### src/hdl/hmi_pkg.sv
package hmi_pkg;

  localparam int Buckets = 19;
  localparam int Ways = 4;
  localparam int HashMod = 19;

  localparam int KeyW = 31;
  localparam int CountW = 16;
  localparam int StatusW = 3;
  localparam int ResW = 10;
  localparam int HashW = 5;
  localparam int BucketW = (Buckets > 1) ? $clog2(Buckets) : 1;

  localparam int QueueDepth = 2;
  localparam int QPtrW = (QueueDepth > 1) ? $clog2(QueueDepth) : 1;
  localparam int QCntW = $clog2(QueueDepth + 1);

  typedef enum logic {
    OpPut   = 1'b0,
    OpProbe = 1'b1
  } op_e;

  typedef enum logic [StatusW-1:0] {
    StInserted = 3'd0,
    StUpdated  = 3'd1,
    StFull     = 3'd2,
    StMiss     = 3'd3,
    StHit      = 3'd4
  } status_e;

  typedef struct packed {
    op_e                op;
    logic [KeyW-1:0]    key;
    logic [CountW-1:0]  count;
    logic [BucketW-1:0] bucket;
  } item_t;

  typedef struct packed {
    logic [KeyW-1:0]   key;
    logic [CountW-1:0] count;
  } entry_t;

  // 2^9 == -1 (mod 19): alternating sum of 9-bit digits, folded twice.
  // Result lies in [16, 530] and is congruent to the key mod 19.
  function automatic logic [ResW-1:0] fold_key(logic [KeyW-1:0] key);
    logic [10:0] v;
    logic [ResW-1:0] r;
    v = 11'd532 + {2'b0, key[8:0]} + {2'b0, key[26:18]}
        - {2'b0, key[17:9]} - {7'b0, key[30:27]};
    r = 10'd19 + {1'b0, v[8:0]} - {8'b0, v[10:9]};
    return r;
  endfunction

  // q = floor(r * 27 / 512) equals floor(r / 19) for r < 531 except r == 512,
  // where it is one too high; the negative remainder is then brought back.
  function automatic logic [HashW-1:0] mod19_small(logic [ResW-1:0] r);
    logic [14:0] p;
    logic [4:0] q;
    logic [ResW-1:0] rem;
    p = {5'b0, r} * 15'd27;
    q = p[13:9];
    rem = r - ({5'b0, q} * 10'd19);
    if (rem[ResW-1]) begin
      rem = rem + 10'd19;
    end
    return rem[HashW-1:0];
  endfunction

  function automatic logic [BucketW-1:0] bucket_of(logic [HashW-1:0] h);
    logic [BucketW-1:0] b;
    b = '0;
    for (int i = 0; i < HashMod; i++) begin
      if (h == HashW'(i)) begin
        b = BucketW'(i % Buckets);
      end
    end
    return b;
  endfunction

endpackage

### src/hdl/hmi_fifo.sv
module hmi_fifo (
  input  logic           clk_i,
  input  logic           rst_ni,
  input  logic           push_valid_i,
  input  hmi_pkg::item_t push_item_i,
  output logic           push_ready_o,
  output logic           pop_valid_o,
  output hmi_pkg::item_t pop_item_o,
  input  logic           pop_ready_i
);

  hmi_pkg::item_t                 buf_q [hmi_pkg::QueueDepth];
  logic [hmi_pkg::QPtrW-1:0]      wr_ptr_q;
  logic [hmi_pkg::QPtrW-1:0]      rd_ptr_q;
  logic [hmi_pkg::QCntW-1:0]      cnt_q;
  logic                           push;
  logic                           pop;

  function automatic logic [hmi_pkg::QPtrW-1:0] next_ptr(logic [hmi_pkg::QPtrW-1:0] p);
    return (p == hmi_pkg::QPtrW'(hmi_pkg::QueueDepth - 1)) ? '0 : p + 1'b1;
  endfunction

  assign push_ready_o = (cnt_q != hmi_pkg::QCntW'(hmi_pkg::QueueDepth));
  assign pop_valid_o  = (cnt_q != '0);
  assign pop_item_o   = buf_q[rd_ptr_q];
  assign push = push_valid_i && push_ready_o;
  assign pop  = pop_valid_o && pop_ready_i;

  always_ff @(posedge clk_i) begin
    if (push) begin
      buf_q[wr_ptr_q] <= push_item_i;
    end
  end

  always_ff @(posedge clk_i or negedge rst_ni) begin
    if (!rst_ni) begin
      wr_ptr_q <= '0;
      rd_ptr_q <= '0;
      cnt_q    <= '0;
    end else begin
      if (push) begin
        wr_ptr_q <= next_ptr(wr_ptr_q);
      end
      if (pop) begin
        rd_ptr_q <= next_ptr(rd_ptr_q);
      end
      if (push && !pop) begin
        cnt_q <= cnt_q + 1'b1;
      end else if (pop && !push) begin
        cnt_q <= cnt_q - 1'b1;
      end
    end
  end

  assert property (@(posedge clk_i) disable iff (!rst_ni)
    cnt_q <= hmi_pkg::QCntW'(hmi_pkg::QueueDepth))
    else $error("queue fill count beyond depth");

  assert property (@(posedge clk_i) disable iff (!rst_ni)
    (push && !pop) |=> (cnt_q == $past(cnt_q) + 1'b1))
    else $error("queue count missed a push");

  assert property (@(posedge clk_i) disable iff (!rst_ni)
    (cnt_q == '0) |-> (wr_ptr_q == rd_ptr_q))
    else $error("empty queue with pointers apart");

endmodule

### config.mk
export PLATFORM = sky130hd
export DESIGN_NAME = hmi_fifo
export DESIGN_NICKNAME = d
export VERILOG_FILES = /design/src/hdl/hmi_pkg.sv /design/src/hdl/hmi_fifo.sv
export SDC_FILE = /design/constraint.sdc
export NUM_CORES = 1
export LEC_CHECK = 0
export ABC_CLOCK_PERIOD_IN_PS = 4500
export BUFFER_PORTS_ARGS = -buffer_cell sky130_fd_sc_hd__buf_2
export CAP_MARGIN = 20
export CORE_MARGIN = 2
export CORE_UTILIZATION = 52
export DETAILED_ROUTE_END_ITERATION = 16
export PLACE_DENSITY = 0.82
export REMOVE_ABC_BUFFERS = 1
export SETUP_SLACK_MARGIN = 0.2
export SKIP_LAST_GASP = 1
export SYNTH_ARGS = -nofsm -noshare
export SYNTH_HDL_FRONTEND = slang
export SYNTH_SLANG_ARGS = --single-unit
### constraint.sdc
create_clock -name clk_i -period 4.5 [get_ports clk_i]
set_input_delay 0.225 -clock clk_i [delete_from_list [all_inputs] [get_ports clk_i]]
set_output_delay 0.225 -clock clk_i [all_outputs]
set_load 0.02 [all_outputs]
==> results.cfg <==
[status]
status = finished, final reports clean

[detailed_routing]
wl_met2_um = 3200
antenna_left = 0
wl_met1_um = 2640
vias = 1979
wl_per_cell_um = 15.6
drc_errors = 0
vias_per_cell = 4.80
drt-total-wl_um = 6410
drt_iter0_markers = 127
wl_met3_um = 460
top_layer = met4
drt_first_pass_iters = 3

[timing]
worst_pin_slew_ns = 0.992
rsz0062_at_grt = false
tns_ns = 0
relSlewSlack_pct = 33.9
setup_viol = 0
final_max_slew_viol_count = 0
hold_slack_ns = 0.0515
fin_crit_ns = 2.27
skew_ns = 0.00963
hold_viol_final = 0
setup_ws_ns = 2.23
timing.final.crit_share_pct = 50.3
max_freq_mhz = 441

[clocking]
clkTransAtPathRegs_ns = 0.10
insertion_delay_ns = 0.35
cts-buffers-inserted = 9
clockBufferDepth = 2
clock-sinks = 110
h-tree-depth = 3
cts_tree = built
cts_root_buf = clkbuf_8
post-cts-setup-buffers = 0

[global_routing]
grt_antenna_before_repair = 1
grt_overflow_total = 0
grt_pass1_vias = 1951
grt_first_pass_wirelength_um = 9470
grt_usage_pct = 14.6
grt_max_degree = 55

[logic_synthesis]
yosys.area.top_type = edfxtp_1
synth_cells = 183
ys_top_cells_by_area = edfxtp_1, mux2_4, buf_12, dfrtp_1, mux2_2
yosys_warnings = 0
synth.distinct_cells = 15
ys_ff_latch = 110
synth_area_um2 = 4270
synth.avg_cell_area_um2 = 23.3
seq_area_frac_synth_pct = 76.9
yosysTopAreaCellShare_pct = 74.6

[setup_path]
cp_max_fo = 54
cp.arrival_ns = 2.04
required_ns = 4.28
r2r_slack_ns = 2.30
end_kind = output pin
r2r_cells = 4
crit_type = register to output pin
r2r_end = buf_q[0][15]$_DFFE_PP_
reg2reg_from = cnt_q[0]$_DFFE_PN0P_
start_kind = register

[die]
start_util_pct = 52.8
coreArea_um2 = 8090
io_pins = 112
die_w_um = 94.6
die_area_um2 = 8950
die_y_um = 94.6
row_count = 33

[power_and_ir_drop]
p_per_area_nw_per_um2 = 661
leakagePower_nw = 2.06
max-vdd-ir-drop_v = 0.000578

[place]
gp_congestion = 0.723
dp_hpwl_um = 4280
numPortBuffers = 111
pre_cts_ws_ns = 2.26
placed_cells = 395

[cells_and_area]
final_cell_mix = buf_2, edfxtp_1, mux2_4, clkbuf_8, mux2_2
drive_above_1_share_pct = 59.9
final_nets = 360
synthToLayoutAreaGrowth_pct = 19.5
fillers = 605
n_antenna_cell = 0
final_common_cell = buf_2
finalCoreUtilization_pct = 63.0
final_cells = 412

[hold_path]
worst_hold_path_type = input pin to register
holdPathEnd = buf_q[1][35]$_DFFE_PP_
min-delay-start = push_item_i[35]
hold_depth = 1

[flow_run]
cap_violations = 0
-- registers in the layout, indices dropped and copies added, names as in the netlist --
| signal | count |
|---|---|
| buf_q | 106 |
| cnt_q | 2 |
| rd_ptr_q | 1 |
| wr_ptr_q | 1 |
-- critical path, stage by stage, from the launching register on --
cell and delay [ns]:
dfrtp_4 1.10, mux2_2 0.42, buf_2 0.16
-- cells by family after synthesis --
| kind of cell | synth area share, % |
|---|---|
| buffers and inverters | 2.70 |
| XOR/XNOR | 1.03 |
| AND/OR/NAND/NOR | 0.792 |
| adder cells (fa/ha/maj) | 0.293 |
| flip-flops | 76.9 |
| multiplexers | 18.3 |
-- layer usage --
metal  track usage (%)  up-vias
li1                  -      947
met1              18.5      950
met4              6.16        0
met2              23.7       72
met3              4.23       10
met5                 0        -
-- how the worst max path moves through the flow --
stage | to | cells past startpoint | slack [ns] | startpoint
after global placement | buf_q[0][22]$_DFFE_PP_ | 4 | 2.32 | cnt_q[0]$_DFFE_PN0P_
after global routing | buf_q[0][15]$_DFFE_PP_ | 4 | 2.11 | cnt_q[0]$_DFFE_PN0P_
after CTS | pop_item_o[33] | 2 | 2.19 | rd_ptr_q$_DFFE_PN0P_
after floorplan | buf_q[0][0]$_DFFE_PP_ | 3 | 1.02 | cnt_q[0]$_DFFE_PN0P_
after detailed placement | buf_q[0][25]$_DFFE_PP_ | 4 | 2.26 | cnt_q[0]$_DFFE_PN0P_
final | pop_item_o[33] | 2 | 2.23 | rd_ptr_q$_DFFE_PN0P_
-- layout make-up --
cell class / count / area, um2 / share of cell area [%]
sequential: 110 / 3290 / 64.4
multi-input combinational: 66 / 880 / 17.2
timing repair buffer: 114 / 581 / 11.4
tap: 105 / 131 / 2.58
clock buffer: 9 / 124 / 2.43
clock inverter: 7 / 95.1 / 1.86
inverter: 1 / 3.75 / 0.0736
-- cells in the mapped netlist --
| master | count |
|---|---|
| edfxtp_1 | 106 |
| mux2_4 | 49 |
| buf_12 | 5 |
| dfrtp_1 | 4 |
| mux2_2 | 4 |
| xnor2_1 | 3 |
| nand2_1 | 2 |
| nor2_1 | 2 |
| xor2_1 | 2 |
| and3_1 | 1 |
| buf_6 | 1 |
| ha_1 | 1 |
| inv_1 | 1 |
| nand2b_1 | 1 |
| or2_1 | 1 |
-- through the flow --
stage | instance area [um2] | power [mW]
2_1_floorplan | 4160 | 2.47
3_3_place_gp | 4870 | 2.76
3_5_place_dp | 4870 | 2.79
4_1_cts | 5100 | 3.41
5_1_grt | 5100 | 3.55
6_report | 5100 | 3.37
-- power breakdown --
part / leakage [nW] / total, mW / switching (mW) / internal, mW
combinational: 0.918 / 1.15 / 0.583 / 0.565
sequential: 1.03 / 1.59 / 0.192 / 1.40
clock: 0.112 / 0.631 / 0.314 / 0.317
-- timing repair --
item	CTS	global route
hold buffers	1	0
hold endpoints to repair	4	0
resized for setup	0	0
Note: power is estimated with default switching activity, not from simulation.
