**config.mk**
```make
export PLATFORM = sky130hd
export DESIGN_NAME = hmi_front_flat
export DESIGN_NICKNAME = d
export VERILOG_FILES = /design/src/hdl/hmi_pkg.sv /design/src/hdl/hmi_if.sv /design/src/hdl/hmi_front.sv /design/src/flat_wrapper.sv
export SDC_FILE = /design/constraint.sdc
export NUM_CORES = 1
export LEC_CHECK = 0
export BUFFER_PORTS_ARGS = -buffer_cell sky130_fd_sc_hd__clkbuf_2
export CAP_MARGIN = 20
export CORE_MARGIN = 4
export CORE_UTILIZATION = 45
export DETAILED_ROUTE_END_ITERATION = 12
export GPL_ROUTABILITY_DRIVEN = 0
export PLACE_DENSITY = 0.71
export SYNTH_ARGS = -nofsm -noshare
export SYNTH_HDL_FRONTEND = slang
export SYNTH_SLANG_ARGS = --single-unit
```
**constraint.sdc**
```tcl
create_clock -name clk_i -period 9.9 [get_ports clk_i]
set_input_delay 2.97 -clock clk_i [delete_from_list [all_inputs] [get_ports clk_i]]
set_output_delay 2.97 -clock clk_i [all_outputs]
set_load 0.03 [all_outputs]
```
**src/hdl/hmi_pkg.sv**
```systemverilog
package hmi_pkg;

  localparam int Buckets = 19;
  localparam int Ways = 4;
  localparam int HashMod = 19;

  localparam int KeyW = 31;
  localparam int CountW = 16;
  localparam int StatusW = 3;
  localparam int ResW = 10;
  localparam int HashW = 5;
  localparam int BucketW = (Buckets > 1) ? $clog2(Buckets) : 1;

  localparam int QueueDepth = 2;
  localparam int QPtrW = (QueueDepth > 1) ? $clog2(QueueDepth) : 1;
  localparam int QCntW = $clog2(QueueDepth + 1);

  typedef enum logic {
    OpPut   = 1'b0,
    OpProbe = 1'b1
  } op_e;

  typedef enum logic [StatusW-1:0] {
    StInserted = 3'd0,
    StUpdated  = 3'd1,
    StFull     = 3'd2,
    StMiss     = 3'd3,
    StHit      = 3'd4
  } status_e;

  typedef struct packed {
    op_e                op;
    logic [KeyW-1:0]    key;
    logic [CountW-1:0]  count;
    logic [BucketW-1:0] bucket;
  } item_t;

  typedef struct packed {
    logic [KeyW-1:0]   key;
    logic [CountW-1:0] count;
  } entry_t;

  // 2^9 == -1 (mod 19): alternating sum of 9-bit digits, folded twice.
  // Result lies in [16, 530] and is congruent to the key mod 19.
  function automatic logic [ResW-1:0] fold_key(logic [KeyW-1:0] key);
    logic [10:0] v;
    logic [ResW-1:0] r;
    v = 11'd532 + {2'b0, key[8:0]} + {2'b0, key[26:18]}
        - {2'b0, key[17:9]} - {7'b0, key[30:27]};
    r = 10'd19 + {1'b0, v[8:0]} - {8'b0, v[10:9]};
    return r;
  endfunction

  // q = floor(r * 27 / 512) equals floor(r / 19) for r < 531 except r == 512,
  // where it is one too high; the negative remainder is then brought back.
  function automatic logic [HashW-1:0] mod19_small(logic [ResW-1:0] r);
    logic [14:0] p;
    logic [4:0] q;
    logic [ResW-1:0] rem;
    p = {5'b0, r} * 15'd27;
    q = p[13:9];
    rem = r - ({5'b0, q} * 10'd19);
    if (rem[ResW-1]) begin
      rem = rem + 10'd19;
    end
    return rem[HashW-1:0];
  endfunction

  function automatic logic [BucketW-1:0] bucket_of(logic [HashW-1:0] h);
    logic [BucketW-1:0] b;
    b = '0;
    for (int i = 0; i < HashMod; i++) begin
      if (h == HashW'(i)) begin
        b = BucketW'(i % Buckets);
      end
    end
    return b;
  endfunction

endpackage

```
**src/hdl/hmi_if.sv**
```systemverilog
interface hmi_in_if;
  logic                        valid;
  logic                        ready;
  logic                        operation;
  logic [hmi_pkg::KeyW-1:0]    key;
  logic [hmi_pkg::CountW-1:0]  count;

  modport source(output valid, output operation, output key, output count, input ready);
  modport sink(input valid, input operation, input key, input count, output ready);
endinterface


```
**src/hdl/hmi_front.sv**
```systemverilog
module hmi_front (
  input  logic           clk_i,
  input  logic           rst_ni,
  hmi_in_if.sink         in_i,
  output logic           push_valid_o,
  output hmi_pkg::item_t push_item_o,
  input  logic           push_ready_i
);

  logic                          valid_q;
  hmi_pkg::op_e                  op_q;
  logic [hmi_pkg::KeyW-1:0]      key_q;
  logic [hmi_pkg::CountW-1:0]    count_q;
  logic [hmi_pkg::ResW-1:0]      res_q;
  logic                          in_fire;

  assign in_i.ready = !valid_q || push_ready_i;
  assign in_fire = in_i.valid && in_i.ready;

  always_ff @(posedge clk_i or negedge rst_ni) begin
    if (!rst_ni) begin
      valid_q <= 1'b0;
    end else begin
      if (in_fire) begin
        valid_q <= 1'b1;
        op_q    <= hmi_pkg::op_e'(in_i.operation);
        key_q   <= in_i.key;
        count_q <= in_i.count;
        res_q   <= hmi_pkg::fold_key(in_i.key);
      end else if (push_ready_i) begin
        valid_q <= 1'b0;
      end
    end
  end

  assign push_valid_o       = valid_q;
  assign push_item_o.op     = op_q;
  assign push_item_o.key    = key_q;
  assign push_item_o.count  = count_q;
  assign push_item_o.bucket = hmi_pkg::bucket_of(hmi_pkg::mod19_small(res_q));

endmodule

```
**src/flat_wrapper.sv**
```systemverilog
// flat-port wrapper written by rule: the top's interface ports become plain ports
module hmi_front_flat 
  (clk_i, rst_ni, push_valid_o, push_item_o, push_ready_i, in_i_valid, in_i_operation, in_i_key, in_i_count, in_i_ready);
  hmi_in_if in_i_i ();
  input  logic clk_i;
  input  logic rst_ni;
  output logic push_valid_o;
  output hmi_pkg::item_t push_item_o;
  input  logic push_ready_i;
  input wire logic [$bits(in_i_i.valid)-1:0] in_i_valid;
  input wire logic [$bits(in_i_i.operation)-1:0] in_i_operation;
  input wire logic [$bits(in_i_i.key)-1:0] in_i_key;
  input wire logic [$bits(in_i_i.count)-1:0] in_i_count;
  output wire logic [$bits(in_i_i.ready)-1:0] in_i_ready;
  assign in_i_i.valid = in_i_valid;
  assign in_i_i.operation = in_i_operation;
  assign in_i_i.key = in_i_key;
  assign in_i_i.count = in_i_count;
  assign in_i_ready = in_i_i.ready;
  hmi_front u_core (.clk_i(clk_i), .rst_ni(rst_ni), .in_i(in_i_i), .push_valid_o(push_valid_o), .push_item_o(push_item_o), .push_ready_i(push_ready_i));
endmodule
```
==> impl_results.md <==
- Final cell count without fillers: 686
- Starting density of the core: 46.5%
- Mux contribution to synthesized area: roughly 1.3%
- CP startpoint kind: register
- Clock skew: 0.0122 ns
- EDFF count, synth: 58
- Grt ovf: 0
- # clock sinks: 59
- CP max FO: 4
- CP Capture Type: primary output
- Vias per inst: 4.98
- Number of global-route vias before repair: 3625
- Post-route DRC: 0
- Core ar.: 10400 um2
- Share of layout cells above drive strength 1: 34.9%
- Clock root buffer: clkbuf_8
- Ant diodes: 0
- Num rows: 37
- Synth Area in Compound Gates: 8.27%
- I/O pin count: 107
- Synth cell types: 49
- Max Root-Sink Buffers: 2
- H-tree levels: 3
- Critical path class: register to primary output
- Pin count of the biggest net entering global routing: 35
- Syn avg cell area: 12.0 um2
- Setup WS post-layout: -0.0643 ns
- Reg-to-reg slack, setup: 7.99 ns
- Die Wd: about 110 um
- WL final: 9.69 mm
- Die Span Y: 112 um
- Most frequent cells in the layout: 101 x clkbuf_2, 76 x inv_1, 74 x ha_1
- Max-cap viol count: 0
- Fin crit share: 101%
- CP peak stage delay: 0.54 ns
- Xor/xnor share of the synthesized area: 7.34%
- Min-delay src: u_core.push_valid_o
- Total GRT Usage: 15.1%
- Setup Total Neg Slack: -0.148 ns
- Sequential element share of the synthesized area: 36.5%
- Port Buffers: 106
- Async set or reset register ratio after synthesis: 1.69%
- Fin Hold WS: 0.543 ns
- Unrepaired setup endpoints after global routing: true
- Clock Latency Late Sink: 0.33 ns
- FF-to-FF path depth: 3
- R2R Path Start: u_core.push_valid_o
- Critical path origin: u_core.res_q[3]
- CTS tree: built
- Slowest CP cell: fa_1
- #FFs+latches synth: 59
- Ys flop type: edfxtp_1
- Setup Viol. Count Final: 3
- Post-Syn Nets: 570
- Routed vias: 3414
- Final nets: 711
- Slew margin rel.: about 54%
- Final Hold Vio Count: 0
- Arr. time, crit path: about 7.0 ns
- Cells after Synth: 404
- Die area: 12500 um2
- Hold EP: u_core.push_valid_o
- First-pass iteration count of the detailed router: 4
- Wirelength per Cell: ~14 um
- DP Wirelength: between 7 and 8 mm
- Leading cell type in the layout, fill and taps excluded: clkbuf_2
- Initial antenna violation count: 0
- Hold Path Stages: 2
- Minimum clock period: 9.96 ns
- Simple-gate share of the synthesized area: 5.64%
- Adder-Cell Fraction of Synth Area: 34.1%
- Main combinational cell family by area after synthesis: adder cells
- Reg-to-reg endpoint: u_core.res_q[7]
- Final Util: 59.4%
- Synth Cell Area: 4840 um2
- Antenna-violating nets left: 0
- Global-route wire length before repair: 15.6 mm
- Failing checks: negative setup slack
- Outcome: finished, violations left
- Worst Tran Pin Value: 0.680 ns
- Clock-pin slew on the worst setup and hold paths: 0.07 ns
- Placed insts: between 600 and 700
- Slew Viols, Final: 0
- Area Overhead vs Synth: 27.8%
- Fmax: around 100 MHz
- Synth warn: 0
- Class of the worst hold path: register to register
- DRT iter0 DRCs: 129
- Worst Path Required: about 7 ns
- CTS Buf Count: 9
## final cells by class
class	instances	area, um2
clock buffers	12	155
clock inverters	4	50.0
fillers	845	4230
inverters	82	308
multi-input cells	260	2970
flip-flops and latches	59	1770
well taps	136	170
repair buffers	133	768
## worst max-delay path, delay by kind of cell, from the launching register on
kind            cells  cell delay, ns
xor+xnor            3            0.49
compound gates     12            2.18
flops               1            0.45
simple gates        2            0.19
fa+ha+maj           8            2.58
buf+inv             7            0.77
## kinds of logic (layout without fill, tap and decap cells)
| logic type | after synthesis | count (layout) |
|---|---|---|
| simple gates | 51 | 51 |
| mux | 6 | 6 |
| xor+xnor | 38 | 38 |
| fa+ha+maj | 114 | 114 |
| flops | 59 | 59 |
| buf+inv | 85 | 231 |
| compound gates | 51 | 51 |
## through the flow
step / worst slack, ns / instance area (um2)
CTS: 0.0304 / 5930
finish: -0.0643 / 6190
global placement: 0.147 / 5570
global route: -0.362 / 6190
floorplan: 0.114 / 4840
detailed placement: -0.121 / 5570
## sequential cells by signal (all words and copies together) (netlist names)
name	flops
u_core.op_q	1
u_core.key_q	31
u_core.count_q	16
u_core.push_valid_o	1
u_core.res_q	10
## timing repair
action                     CTS  global route
setup endpoints to repair    5             5
cloned                       0             0
gates resized for setup     15            36
pin swaps                    8            27
hold buffers                 0             0
buffers inserted             9            12
## synth_stat cells, types with 3 or more instances
cell type | instances | area share (%)
mux2i_1 | 5 | 1.0
nand2b_1 | 3 | 0.39
xor2_1 | 15 | 2.7
inv_1 | 80 | 6.2
a21o_1 | 3 | 0.47
o211ai_1 | 3 | 0.47
edfxtp_1 | 58 | 36
xnor2_1 | 20 | 3.6
ha_1 | 84 | 22
nand2_1 | 11 | 0.85
nor3_1 | 3 | 0.31
nor3b_1 | 3 | 0.47
fa_1 | 30 | 12
and3_1 | 3 | 0.39
o21bai_1 | 7 | 1.1
a211oi_1 | 3 | 0.47
nand3_1 | 5 | 0.52
o21ai_0 | 4 | 0.41
nor2_1 | 11 | 0.85
a21oi_1 | 14 | 1.4
## how the worst max path moves through the flow
stage | end | slack (ns) | cells after the start
CTS | push_item_o[4] | 0.03 | 30
detailed placement | push_item_o[4] | -0.12 | 32
finish | push_item_o[0] | -0.06 | 32
floorplan | push_item_o[0] | 0.11 | 31
global placement | push_item_o[4] | 0.15 | 29
global route | push_item_o[0] | -0.36 | 32
## per-layer routing
layer | up-vias | GRT usage, % | wire (um)
met5 | - | 0 | 0
met4 | 0 | 5.19 | 275
met3 | 24 | 3.86 | 475
met2 | 87 | 28.9 | 5410
met1 | 1640 | 15.7 | 3540
li1 | 1663 | - | -
Power is not shown: default switching activity piles up to over one toggle a cycle in this logic, so the estimate is an artifact.
