$ cat src/hdl/hmi_pkg.sv
package hmi_pkg;

  localparam int Buckets = 19;
  localparam int Ways = 4;
  localparam int HashMod = 19;

  localparam int KeyW = 31;
  localparam int CountW = 16;
  localparam int StatusW = 3;
  localparam int ResW = 10;
  localparam int HashW = 5;
  localparam int BucketW = (Buckets > 1) ? $clog2(Buckets) : 1;

  localparam int QueueDepth = 2;
  localparam int QPtrW = (QueueDepth > 1) ? $clog2(QueueDepth) : 1;
  localparam int QCntW = $clog2(QueueDepth + 1);

  typedef enum logic {
    OpPut   = 1'b0,
    OpProbe = 1'b1
  } op_e;

  typedef enum logic [StatusW-1:0] {
    StInserted = 3'd0,
    StUpdated  = 3'd1,
    StFull     = 3'd2,
    StMiss     = 3'd3,
    StHit      = 3'd4
  } status_e;

  typedef struct packed {
    op_e                op;
    logic [KeyW-1:0]    key;
    logic [CountW-1:0]  count;
    logic [BucketW-1:0] bucket;
  } item_t;

  typedef struct packed {
    logic [KeyW-1:0]   key;
    logic [CountW-1:0] count;
  } entry_t;

  // 2^9 == -1 (mod 19): alternating sum of 9-bit digits, folded twice.
  // Result lies in [16, 530] and is congruent to the key mod 19.
  function automatic logic [ResW-1:0] fold_key(logic [KeyW-1:0] key);
    logic [10:0] v;
    logic [ResW-1:0] r;
    v = 11'd532 + {2'b0, key[8:0]} + {2'b0, key[26:18]}
        - {2'b0, key[17:9]} - {7'b0, key[30:27]};
    r = 10'd19 + {1'b0, v[8:0]} - {8'b0, v[10:9]};
    return r;
  endfunction

  // q = floor(r * 27 / 512) equals floor(r / 19) for r < 531 except r == 512,
  // where it is one too high; the negative remainder is then brought back.
  function automatic logic [HashW-1:0] mod19_small(logic [ResW-1:0] r);
    logic [14:0] p;
    logic [4:0] q;
    logic [ResW-1:0] rem;
    p = {5'b0, r} * 15'd27;
    q = p[13:9];
    rem = r - ({5'b0, q} * 10'd19);
    if (rem[ResW-1]) begin
      rem = rem + 10'd19;
    end
    return rem[HashW-1:0];
  endfunction

  function automatic logic [BucketW-1:0] bucket_of(logic [HashW-1:0] h);
    logic [BucketW-1:0] b;
    b = '0;
    for (int i = 0; i < HashMod; i++) begin
      if (h == HashW'(i)) begin
        b = BucketW'(i % Buckets);
      end
    end
    return b;
  endfunction

endpackage

$ cat src/hdl/hmi_if.sv


interface hmi_out_if;
  logic                         valid;
  logic                         ready;
  logic [hmi_pkg::KeyW-1:0]     result_key;
  logic [hmi_pkg::CountW-1:0]   result_count;
  logic [hmi_pkg::StatusW-1:0]  status;

  modport source(output valid, output result_key, output result_count, output status,
                 input ready);
  modport sink(input valid, input result_key, input result_count, input status,
               output ready);
endinterface

$ cat src/hdl/hmi_back.sv
module hmi_back (
  input  logic           clk_i,
  input  logic           rst_ni,
  input  logic           pop_valid_i,
  input  hmi_pkg::item_t pop_item_i,
  output logic           pop_ready_o,
  hmi_out_if.source      out_o
);

  typedef enum logic {
    StIdle,
    StLookup
  } state_e;

  state_e                            state_q;
  hmi_pkg::item_t                    cur_q;
  hmi_pkg::entry_t [hmi_pkg::Ways-1:0] mem_q [hmi_pkg::Buckets];
  hmi_pkg::entry_t [hmi_pkg::Ways-1:0] rd_row_q;
  hmi_pkg::entry_t [hmi_pkg::Ways-1:0] wr_row;
  logic [hmi_pkg::Ways-1:0]          valid_q [hmi_pkg::Buckets];

  logic                              out_valid_q;
  logic [hmi_pkg::KeyW-1:0]          out_key_q;
  logic [hmi_pkg::CountW-1:0]        out_count_q;
  hmi_pkg::status_e                  out_status_q;

  logic                              pop_fire;
  logic [hmi_pkg::Ways-1:0]          row_valid;
  logic [hmi_pkg::Ways-1:0]          hit_vec;
  logic [hmi_pkg::Ways-1:0]          hit_oh;
  logic [hmi_pkg::Ways-1:0]          free_vec;
  logic [hmi_pkg::Ways-1:0]          free_oh;
  logic                              any_hit;
  logic                              any_free;
  logic [hmi_pkg::CountW-1:0]        stored;
  logic [hmi_pkg::CountW-1:0]        res_count;
  hmi_pkg::status_e                  res_status;
  logic                              wr_en;
  logic                              ins_en;

  assign pop_ready_o = (state_q == StIdle) && (!out_valid_q || out_o.ready);
  assign pop_fire    = pop_valid_i && pop_ready_o;

  always_comb begin
    row_valid = valid_q[cur_q.bucket];
    stored    = '0;
    for (int w = 0; w < hmi_pkg::Ways; w++) begin
      hit_vec[w] = row_valid[w] && (rd_row_q[w].key == cur_q.key);
    end
    free_vec = ~row_valid;
    hit_oh   = hit_vec & (~hit_vec + hmi_pkg::Ways'(1));
    free_oh  = free_vec & (~free_vec + hmi_pkg::Ways'(1));
    any_hit  = |hit_vec;
    any_free = |free_vec;
    for (int w = 0; w < hmi_pkg::Ways; w++) begin
      if (hit_oh[w]) begin
        stored = stored | rd_row_q[w].count;
      end
    end

    wr_row    = rd_row_q;
    wr_en     = 1'b0;
    ins_en    = 1'b0;
    res_count = '0;
    if (cur_q.op == hmi_pkg::OpPut) begin
      if (any_hit) begin
        res_status = hmi_pkg::StUpdated;
        wr_en = 1'b1;
        for (int w = 0; w < hmi_pkg::Ways; w++) begin
          if (hit_oh[w]) begin
            wr_row[w].count = cur_q.count;
          end
        end
      end else if (any_free) begin
        res_status = hmi_pkg::StInserted;
        wr_en  = 1'b1;
        ins_en = 1'b1;
        for (int w = 0; w < hmi_pkg::Ways; w++) begin
          if (free_oh[w]) begin
            wr_row[w].key   = cur_q.key;
            wr_row[w].count = cur_q.count;
          end
        end
      end else begin
        res_status = hmi_pkg::StFull;
      end
    end else begin
      if (any_hit) begin
        res_status = hmi_pkg::StHit;
        res_count  = (stored < cur_q.count) ? stored : cur_q.count;
      end else begin
        res_status = hmi_pkg::StMiss;
      end
    end
    if (state_q != StLookup) begin
      wr_en  = 1'b0;
      ins_en = 1'b0;
    end
  end

  always_ff @(posedge clk_i) begin
    if (pop_fire) begin
      rd_row_q <= mem_q[pop_item_i.bucket];
    end
    if (wr_en) begin
      mem_q[cur_q.bucket] <= wr_row;
    end
  end

  always_ff @(posedge clk_i or negedge rst_ni) begin
    if (!rst_ni) begin
      state_q     <= StIdle;
      out_valid_q <= 1'b0;
      valid_q     <= '{default: '0};
    end else begin
      if (out_valid_q && out_o.ready) begin
        out_valid_q <= 1'b0;
      end
      case (state_q)
        StIdle: begin
          if (pop_fire) begin
            cur_q   <= pop_item_i;
            state_q <= StLookup;
          end
        end
        StLookup: begin
          out_valid_q  <= 1'b1;
          out_key_q    <= cur_q.key;
          out_count_q  <= res_count;
          out_status_q <= res_status;
          if (ins_en) begin
            valid_q[cur_q.bucket] <= row_valid | free_oh;
          end
          state_q <= StIdle;
        end
        default: begin
          state_q <= StIdle;
        end
      endcase
    end
  end

  assign out_o.valid        = out_valid_q;
  assign out_o.result_key   = out_key_q;
  assign out_o.result_count = out_count_q;
  assign out_o.status       = out_status_q;

  assert property (@(posedge clk_i) disable iff (!rst_ni)
    (state_q == StLookup) |-> !out_valid_q)
    else $error("lookup finished onto an occupied output register");

  assert property (@(posedge clk_i) disable iff (!rst_ni)
    pop_fire |=> (state_q == StLookup))
    else $error("popped transaction not looked up");

  assert property (@(posedge clk_i) disable iff (!rst_ni)
    (state_q == StLookup) |=> out_valid_q)
    else $error("lookup produced no result");

  assert property (@(posedge clk_i) disable iff (!rst_ni)
    (state_q == StLookup) |-> $onehot0(hit_vec))
    else $error("key stored twice in one bucket");

endmodule

$ cat src/flat_wrapper.sv
// flat-port wrapper written by rule: the top's interface ports become plain ports
module hmi_back_flat 
  (clk_i, rst_ni, pop_valid_i, pop_item_i, pop_ready_o, out_o_valid, out_o_result_key, out_o_result_count, out_o_status, out_o_ready);
  hmi_out_if out_o_i ();
  input  logic clk_i;
  input  logic rst_ni;
  input  logic pop_valid_i;
  input  hmi_pkg::item_t pop_item_i;
  output logic pop_ready_o;
  output wire logic [$bits(out_o_i.valid)-1:0] out_o_valid;
  output wire logic [$bits(out_o_i.result_key)-1:0] out_o_result_key;
  output wire logic [$bits(out_o_i.result_count)-1:0] out_o_result_count;
  output wire logic [$bits(out_o_i.status)-1:0] out_o_status;
  input wire logic [$bits(out_o_i.ready)-1:0] out_o_ready;
  assign out_o_valid = out_o_i.valid;
  assign out_o_result_key = out_o_i.result_key;
  assign out_o_result_count = out_o_i.result_count;
  assign out_o_status = out_o_i.status;
  assign out_o_i.ready = out_o_ready;
  hmi_back u_core (.clk_i(clk_i), .rst_ni(rst_ni), .pop_valid_i(pop_valid_i), .pop_item_i(pop_item_i), .pop_ready_o(pop_ready_o), .out_o(out_o_i));
endmodule
$ cat config.mk
export PLATFORM = sky130hd
export DESIGN_NAME = hmi_back_flat
export DESIGN_NICKNAME = d
export VERILOG_FILES = /design/src/hdl/hmi_pkg.sv /design/src/hdl/hmi_if.sv /design/src/hdl/hmi_back.sv /design/src/flat_wrapper.sv
export SDC_FILE = /design/constraint.sdc
export NUM_CORES = 2
export LEC_CHECK = 0
export BUFFER_PORTS_ARGS = -buffer_cell sky130_fd_sc_hd__buf_4
export CAP_MARGIN = 20
export CORE_ASPECT_RATIO = 0.75
export CORE_MARGIN = 4
export CORE_UTILIZATION = 55
export DETAILED_ROUTE_END_ITERATION = 7
export GPL_ROUTABILITY_DRIVEN = 0
export HOLD_SLACK_MARGIN = 0.05
export PLACE_DENSITY = 0.67
export SYNTH_ARGS = -nofsm -noshare
export SYNTH_HDL_FRONTEND = slang
export SYNTH_SLANG_ARGS = --single-unit
$ cat constraint.sdc
create_clock -name clk_i -period 13.35 [get_ports clk_i]
set_input_delay 0.6675 -clock clk_i [delete_from_list [all_inputs] [get_ports clk_i]]
set_output_delay 0.6675 -clock clk_i [all_outputs]
set_load 0.05 [all_outputs]
==> results.md <==
* Status: finished clean
* Vias in the first global route at 72.2k
* Synthesized area at roughly 150000 um2
* Max Cap Violations at 0
* Die Width at 617 um
* Dpl ws at between 6 and 7 ns
* ANT nets after route at 0
* Fin crit period at 6.80 ns
* CP startpoint kind: flip-flop
* Layout fillers at between 15k and 20k
* Total die area at 287000 um2
* Worst vdd ir at about 0.10 mV
* Placed Area at 159000 um2
* Initial Util at 0.554
* Reg-to-reg critical path endpoint: u_core.out_o.result_count[9]
* CP endpoint kind: flip-flop
* Synth cell types at 64
* EDFF count, synth at 3863
* Post-Layout Cell Count at around 11k
* RSZ-0062 raised after global routing: false
* Total CTS buffers at between 300 and 400
* Worst endpoint required time at ~14 ns
* Leakage power at ~0.054 uW
* Area overhead of the layout relative to synthesis at 11.7%
* Die Ht at 465 um
* Postcts setup bufs at 0
* Clock Latency Late Sink at approximately 0.9 ns
* DRC viols at 0
* Synth area leader: edfxtp_1
* Cell count after synthesis at a little under 7k
* Root Driver: clkbuf_16
* First-pass GRT wire length at approximately 550 mm
* Row count at approximately 170
* R2r worst-path depth at 19
* Final Cycle Share at 0.510
* Worst setup path end: u_core.out_o.result_count[9]
* Main synth FF type: edfxtp_1
* CTS tree: done
* Worst setup path class: reg2reg
* R2r setup slk at 6.55 ns
* Synth warnings at 0
* Pin count of the biggest net entering global routing at about 170
* Rel. slew slack at 0.220
* Hold Path Class: in2reg
* Total I/O pin count at around 110
* Slew @ Worst Pin at between 1 and 1.5 ns
* Syn_area_per_cell at about 23 um2
* Placed wire-length estimate at 210 mm
* Mean routed wirelength per cell at between 30 and 40 um
* Hold depth at 5
* Slew Limit Fails at 0
* Synth top area cells: edfxtp_1 76%, mux4_2 14%, mux2_2 3.1%, mux2i_1 1.4%, dfrtp_1 1.3%
* Launch point of the worst path: u_core.cur_q[1]
* Syn Nets at just under 7k
* GRT Residual Overflow at 0
* Final net count at 7198
* Worst-path clk slew at about 0.06 ns
* Maximum buffer depth of the clock tree at 4
* Asr flop ratio synth at 0.0198
* Design Area, Final at between 150000 and 200000 um2
* Buffers on Ports at about 110
* Clk sinks at ~3.9k
* Core area at roughly 280000 um2
* Number of synthesized register bits at just under 4k
* Sequential-to-total area share from yosys stat at 0.770
* Share of cells above drive strength 1 at 0.296
* Starting DRT DRC Count at roughly 11k
* Final setup skew at between 0.05 and 0.06 ns
* Total negative slack at 0 ns
* Endpoints failing setup at 0
* Tot GR Track Use at 0.270
* Vias at about 74k
* Initial antenna violation count at 21
* Crit path DAT at between 7 and 8 ns
* H-tree depth at 5
* Max Fclk at ~150 MHz
* Top cell type's share of synthesized area at 0.757
* Final wirelength at roughly 400 mm
* Placed instance count at about 10k
* Pwr per Cell Area at ~150 nW/um2
* PnR worst setup slack at between 6 and 7 ns
* CP max FO at 30
* Via-to-Cell Ratio at ~6.6
* FF-to-FF Start: u_core.cur_q[1]
* Pre-antenna DRT Iters at 8
* Final Hold Vio Count at 0
==> metal layers <==
metal	GRT usage	wire length, um
met3	0.0461	40200
met4	0.0859	13500
met5	0	10
met1	0.424	161000
met2	0.394	175000
==> worst min-delay path by stage <==
stage / from / to / slack [ns]
3_5_place_dp: u_core.valid_q[32] / u_core.valid_q[32] / 0.44
6_report: out_o_ready / u_core.out_o.valid / 0.31
5_1_grt: out_o_ready / u_core.out_o.valid / 0.30
4_1_cts: rst_ni / u_core.valid_q[25] / 0.1
2_1_floorplan: rst_ni / u_core.out_o.valid / 0.37
3_3_place_gp: u_core.valid_q[32] / u_core.valid_q[32] / 0.44
==> flip-flops by register name (all words and copies together), names as in the netlist <==
| signal | flops |
|---|---|
| u_core.rd_row_q | 188 |
| u_core.out_o.valid | 1 |
| u_core.out_o.status | 3 |
| u_core.out_o.result_key | 31 |
| u_core.out_o.result_count | 16 |
| u_core.mem_q | 3572 |
| u_core.cur_q | 53 |
| u_core.state_q | 1 |
| u_core.valid_q | 76 |
==> where the power goes <==
part           leakage, uW  switching, uW  internal (uW)
registers           0.0359            117          13900
logic               0.0128            903            515
clock network      0.00567           4460           5740
total               0.0544           5480          20100
==> layout make-up <==
type	instances	area, um2	share of cell area
clock buffers	458	9810	0.0573
inverters	36	135	0.000790
diodes	3	7.51	0.0000439
well taps	3718	4650	0.0272
flip-flops and latches	3941	118000	0.689
clock inverters	216	1790	0.0105
multi-input cells	2446	33800	0.197
repair buffers	329	2980	0.0174
==> stage by stage <==
stage	hold WS (ns)	util	power, uW
after detailed placement	0.444	0.574	15600
after global placement	0.442	0.574	15600
after floorplan	0.372	-	15100
after CTS	0.0993	0.618	25700
after global routing	0.303	0.618	26300
final	0.309	0.618	25600
==> cells in the final DEF (no fill, tap or decap), drive strengths merged, types with 4 or more instances in the layout <==
| cell type | synthesis | final |
|---|---|---|
| clkinv | 0 | 172 |
| edfxtp | 3863 | 3863 |
| nand3 | 21 | 21 |
| o211ai | 19 | 19 |
| nand4 | 36 | 36 |
| mux4 | 950 | 950 |
| buf | 99 | 279 |
| nor2 | 30 | 30 |
| a21oi | 24 | 24 |
| a22o | 16 | 16 |
| xor2 | 81 | 81 |
| and2 | 6 | 6 |
| and3 | 4 | 4 |
| mux2i | 217 | 217 |
| mux2 | 421 | 421 |
| dlygate4sd3 | 0 | 50 |
| a21o | 6 | 6 |
| nor3 | 7 | 7 |
| clkbuf | 282 | 458 |
| a211oi | 17 | 17 |
| clkinvlp | 0 | 8 |
| nand2 | 206 | 206 |
| dfrtp | 78 | 78 |
| inv | 36 | 45 |
| nor4 | 24 | 24 |
| nor2b | 6 | 6 |
| ha | 16 | 16 |
| bufinv | 0 | 27 |
| o2111a | 16 | 16 |
| nand2b | 20 | 20 |
| o21ai | 213 | 213 |
| or2 | 5 | 5 |
| xnor2 | 43 | 43 |
==> logic make-up after synthesis <==
family,share of synthesized area
buf+inv,0.0107
simple gates,0.0118
compound gates,0.0138
fa+ha+maj,0.00131
flops,0.770
xor+xnor,0.00709
mux,0.185
==> synth_stat cells, drive strengths merged, types with 6 or more instances <==
cell type / count
nor2: 30
mux2: 421
nor3: 7
o211ai: 19
mux2i: 217
a22o: 16
ha: 16
o21ai: 213
mux4: 950
inv: 36
a211oi: 17
xnor2: 43
dfrtp: 78
o2111a: 16
nor4: 24
clkbuf: 282
nand2: 206
and2: 6
xor2: 81
edfxtp: 3863
nand2b: 20
buf: 99
nand4: 36
a21o: 6
a21oi: 24
nand3: 21
nor2b: 6
==> timing repair <==
action | CTS | global route
endpoints found under the hold margin | 49 | 31
gates resized for setup | 0 | 0
hold buffers | 49 | 1
==> critical path, stage by stage (launching register included) <==
cell and delay, ns:
edfxtp_1 0.98, mux4_1 0.38, o22ai_1 0.12, or4_1 0.66, nor4_4 0.33, buf_4 0.33, a221oi_2 0.12, nand2_1 0.12
buf_4 0.34, o211ai_1 0.13, ha_1 0.32, a21o_1 0.18, a21o_1 0.17, a21oi_1 0.16, o21ai_0 0.14, a31oi_2 0.83
a21boi_1 0.69, buf_6 0.23, a21oi_1 0.10, a211oi_2 0.25
(Power assumes the default switching activity.)
